===== src/design/est_pkg.sv =====
// ----------------------------------------------------------------------------
// est_pkg
// Shared constants, types and control codes of the exponential search table.
// ----------------------------------------------------------------------------
package est_pkg;

	localparam int POS_W       = 10;
	localparam int TABLE_DEPTH = 2 ** POS_W;
	localparam int KEY_WIDTH   = 32;
	localparam int CNT_W       = POS_W + 1;
	localparam int CFG_W       = 11;

	localparam logic MODE_LOAD   = 1'b0;
	localparam logic MODE_SEARCH = 1'b1;

	typedef enum logic [3:0] {
		ST_IDLE,
		ST_DBL_RD,
		ST_DBL_CMP,
		ST_BIN_INIT,
		ST_BIN_RD,
		ST_BIN_CMP,
		ST_FIN_CMP,
		ST_DONE
	} state_t;

	typedef enum logic [1:0] {
		RD_BOUND,
		RD_MID,
		RD_LOW
	} rd_sel_t;

	typedef struct packed {
		logic    start;
		logic    wr_en;
		logic    rd_en;
		rd_sel_t rd_sel;
		logic    dbl_step;
		logic    bin_init;
		logic    bin_step;
		logic    res_set;
		logic    out_push;
	} cmd_t;

	typedef struct packed {
		logic cfg_zero;
		logic bound_lt_n;
		logic probe_lt_key;
		logic bin_open;
		logic key_eq;
		logic out_free;
	} stat_t;

endpackage


===== src/design/est_ctrl.sv =====
// ----------------------------------------------------------------------------
// est_ctrl
// Sequencer for one item: load, doubling probes, binary probes, result push.
// ----------------------------------------------------------------------------
module est_ctrl (
	input  logic            clk,
	input  logic            arst_n,
	input  logic            in_valid,
	output logic            in_ready,
	input  logic            mode,
	input  est_pkg::stat_t  stat,
	output est_pkg::cmd_t   cmd
);

	est_pkg::state_t state_q;
	est_pkg::state_t state_d;

	always_ff @(posedge clk or negedge arst_n) begin
		if (!arst_n) begin
			state_q <= est_pkg::ST_IDLE;
		end else begin
			state_q <= state_d;
		end
	end

	always_comb begin
		state_d      = state_q;
		in_ready     = 1'b0;
		cmd          = '0;
		cmd.rd_sel   = est_pkg::RD_BOUND;
		case (state_q)
			est_pkg::ST_IDLE: begin
				in_ready = 1'b1;
				if (in_valid) begin
					if (mode == est_pkg::MODE_LOAD) begin
						cmd.wr_en = 1'b1;
					end else begin
						cmd.start = 1'b1;
						state_d   = stat.cfg_zero ? est_pkg::ST_DONE : est_pkg::ST_DBL_RD;
					end
				end
			end
			est_pkg::ST_DBL_RD: begin
				if (stat.bound_lt_n) begin
					cmd.rd_en  = 1'b1;
					cmd.rd_sel = est_pkg::RD_BOUND;
					state_d    = est_pkg::ST_DBL_CMP;
				end else begin
					state_d = est_pkg::ST_BIN_INIT;
				end
			end
			est_pkg::ST_DBL_CMP: begin
				if (stat.probe_lt_key) begin
					cmd.dbl_step = 1'b1;
					state_d      = est_pkg::ST_DBL_RD;
				end else begin
					state_d = est_pkg::ST_BIN_INIT;
				end
			end
			est_pkg::ST_BIN_INIT: begin
				cmd.bin_init = 1'b1;
				state_d      = est_pkg::ST_BIN_RD;
			end
			est_pkg::ST_BIN_RD: begin
				cmd.rd_en = 1'b1;
				if (stat.bin_open) begin
					cmd.rd_sel = est_pkg::RD_MID;
					state_d    = est_pkg::ST_BIN_CMP;
				end else begin
					cmd.rd_sel = est_pkg::RD_LOW;
					state_d    = est_pkg::ST_FIN_CMP;
				end
			end
			est_pkg::ST_BIN_CMP: begin
				if (stat.key_eq) begin
					cmd.res_set = 1'b1;
					state_d     = est_pkg::ST_DONE;
				end else begin
					cmd.bin_step = 1'b1;
					state_d      = est_pkg::ST_BIN_RD;
				end
			end
			est_pkg::ST_FIN_CMP: begin
				cmd.res_set = 1'b1;
				state_d     = est_pkg::ST_DONE;
			end
			est_pkg::ST_DONE: begin
				if (stat.out_free) begin
					cmd.out_push = 1'b1;
					state_d      = est_pkg::ST_IDLE;
				end
			end
			default: begin
				state_d = est_pkg::ST_IDLE;
			end
		endcase
	end

endmodule


===== config.mk =====
export PLATFORM = sky130hd
export DESIGN_NAME = est_ctrl
export DESIGN_NICKNAME = d
export VERILOG_FILES = /design/src/design/est_pkg.sv /design/src/design/est_ctrl.sv
export SDC_FILE = /design/constraint.sdc
export NUM_CORES = 1
export LEC_CHECK = 0
export ABC_AREA = 1
export BUFFER_PORTS_ARGS = -buffer_cell sky130_fd_sc_hd__buf_2
export CAP_MARGIN = 20
export CORE_AREA = 3 3 40 42
export CTS_CLUSTER_SIZE = 14
export DETAILED_ROUTE_END_ITERATION = 8
export DIE_AREA = 0 0 43 45
export GPL_ROUTABILITY_DRIVEN = 0
export PLACE_DENSITY = 0.54
export SLEW_MARGIN = 0
export SYNTH_ARGS = -nofsm -noshare
export SYNTH_HDL_FRONTEND = slang
export SYNTH_SLANG_ARGS = --single-unit

===== constraint.sdc =====
create_clock -name clk -period 1.39 [get_ports clk]
set_input_delay 0.3475 -clock clk [delete_from_list [all_inputs] [get_ports clk]]
set_output_delay 0.3475 -clock clk [all_outputs]
set_load 0.005 [all_outputs]

==> metrics.yaml <==
regMostFlops: "state_q"
cp_max_fo: 8
fmax_mhz: 651
synth-async-reset-ratio_pct: 100
period_needed_ns: 1.54
drv_cap: 0
cts_root_buf: "clkbuf_4"
gr-total-overflow: 0
grt_use_met1_pct: 12.1
start_util_pct: 27.8
outcome: "complete, but fails checks"
cts.htree.levels: 1
die_width_um: 43
die-area_sq_mm: 0.00194
synth_edf_count: 0
dp_slack_ns: -0.00497
final_nets: 107
firstDrtPassIters: 4
p_leak_nw: 0.372
required_ns: 1.04
synth-seq-cells: 3
clkLatencyLatePin_ns: 0.23
synth_fp_nets: 71
fin_ws_ns: -0.146
path_clk_slew_ns: 0.04
synth_top_cell_by_area: "dfrtp_1"
setup_viol: 11
netlist_area_sq_um: 358
powerDensity_mw_per_mm2: 2230
post_route_cells_drive_above_1_share_pct: 54.2
wl_um: 1030
largest_register_ffs: 3
finClkSkew_ns: 0.000752
cts_buffers: 3
grt_use_met2_pct: 17.1
whs_ns: 0.451
area.growth.synth_to_final_pct: 72.7
p_comb_share_pct: 69.6
route.vias.total: 481
synth_cell_type_count: 17
drt.antenna.violating_nets: 0
grt.total_usage_pct: 10.0
cp.arrival_ns: 1.19
drtIter0Drc: 9
pin_count: 21
clock_path_buffers: 2
drt-wirelength-per-cell_um: 9.23
yosys-top-cells-area: "dfrtp_1 (21%), nand2_1 (19%), nor2_1 (12%)"
rsz0062_at_grt: "true"
relSlewSlack_pct: 86.6
finalCritPeriodShare_pct: 111
vdd_ir_drop_max_mv: 0.767
grt_antenna_before_repair: 0
min_path_type: "in -> async"
synth.most_common_cell: "nand2_1"
rows: 13
p_sw_mw: 0.642
violations: "setup timing"
synth_top_cell_area_share_pct: 21.0
p_seq_share_pct: 19.3
synth_top_cells_by_count: "nand2_1 (18), nor2_1 (11), inv_1 (8)"
dp_hpwl_um: 742
cp-end-kind: "output pin"
critPathKind: "reg -> out"
ys.flop_type: "dfrtp_1"
grt_pass1_wl_um: 1460
p_clk_share_pct: 11.0
n_antenna_cell: 0
p_int_mw: 0.738
io_buffers: 20
syn_avg_cell_area_sq_um: 5.87
cts_tree: "yes"
tightest_slew_ns: 0.199
start_kind: "flip-flop"
die_h_um: 45
core_area_sq_mm: 0.00128
grt.busiest_layer: "met2"
drc_errors: 0
hold_viol: 0
grt_max_degree: 9
dp_cells: 97
ys_warn_count: 0
routed_via_density: 4.33
largestRegisters: "state_q x3"
clock-sinks: 3
swShare_pct: 46.5
drv_slew: 0
met3_usage_pct: 2.79
final-instance-count-excl-fill: 111
r2r_setup_slack_ns: 0.09
grt_pass1_vias: 383
synthCells: 61
ys_seq_area_share_pct: 21.0
## layout make-up
type	count	area, sq um
Inverter	11	46.3
Clock buffer	4	26.3
Timing Repair Buffer	33	204
Fill cell	134	667
Tap cell	15	18.8
Multi-Input combinational cell	45	244
Sequential cell	3	78.8
## power groups by stage
stage / Combinational, mW / Sequential, mW / Clock, mW
5_1_grt: 1.07 / 0.278 / 0.161
6_report: 0.961 / 0.267 / 0.152
3_3_place_gp: 0.691 / 0.246 / 0
2_1_floorplan: 0.556 / 0.183 / 0
3_5_place_dp: 0.692 / 0.250 / 0
4_1_cts: 0.891 / 0.251 / 0.158
## path summary, 6_finish.rpt
| kind | startpoint | to | cells after the start |
|---|---|---|---|
| min in group clk | stat[0] | state_q[1] | 4 |
| worst min register to register | state_q[1] | state_q[1] | 3 |
| worst max-delay path | state_q[2] | cmd[8] | 6 |
| worst min-delay path | arst_n | state_q[1] | 2 |
| worst max register to register | state_q[2] | state_q[1] | 9 |
| max in group asynchronous | arst_n | state_q[0] | 2 |
## timing repair
| item | 4_1_cts | 5_1_grt |
|---|---|---|
| pin swaps | 2 | 2 |
| cloned | 0 | 0 |
| setup endpoints to repair | 11 | 11 |
| hold endpoints to repair | 3 | 0 |
| gates resized for setup | 9 | 5 |
| hold buffers | 1 | 0 |
| buffers inserted | 7 | 2 |
## per-layer routing
| metal | up-vias | share of wire [%] | routed length [um] |
|---|---|---|---|
| met2 | 19 | 48 | 489 |
| met4 | 0 | 1.4 | 14 |
| met5 | - | 0 | 0 |
| met1 | 201 | 44 | 456 |
| met3 | 2 | 6.2 | 64 |
| li1 | 259 | - | - |
## metrics by stage
stage | power, mW | instance area (sq um) | setup TNS [ns] | utilization [%]
after detailed placement | 0.942 | 477 | -0.00497 | 37.1
after global placement | 0.937 | 477 | 0 | 37.1
after CTS | 1.30 | 584 | -0.962 | 45.5
after global routing | 1.51 | 618 | -1.68 | 48.1
final | 1.38 | 618 | -0.959 | 48.1
after floorplan | 0.739 | 358 | 0 | -
## critical path: stages (launching register included)
cell and delay, ns:
dfrtp_2 0.46, nor2_4 0.14, nand2_2 0.07, inv_2 0.06, nand2_1 0.04, nor2_1 0.07
buf_2 0.11
## cells by family after synthesis
group	after synthesis	share of synthesized area [%]
simple gates	41	52.4
buf+inv	13	18.2
compound gates	4	8.39
flops	3	21.0
## placed cells by master, fill, tap and decap left out, drive strengths merged
cell type    Yosys  final
inv             10     11
o21ai            2      2
clkbuf           0      4
nand4            2      2
nand3            5      5
nor2            14     14
a21oi            1      1
dlygate4sd3      0      1
buf              2     32
nand2           19     19
a2bb2oi          1      1
dfrtp            3      3
nor4             1      1
Note: power is estimated with default switching activity, not from simulation.
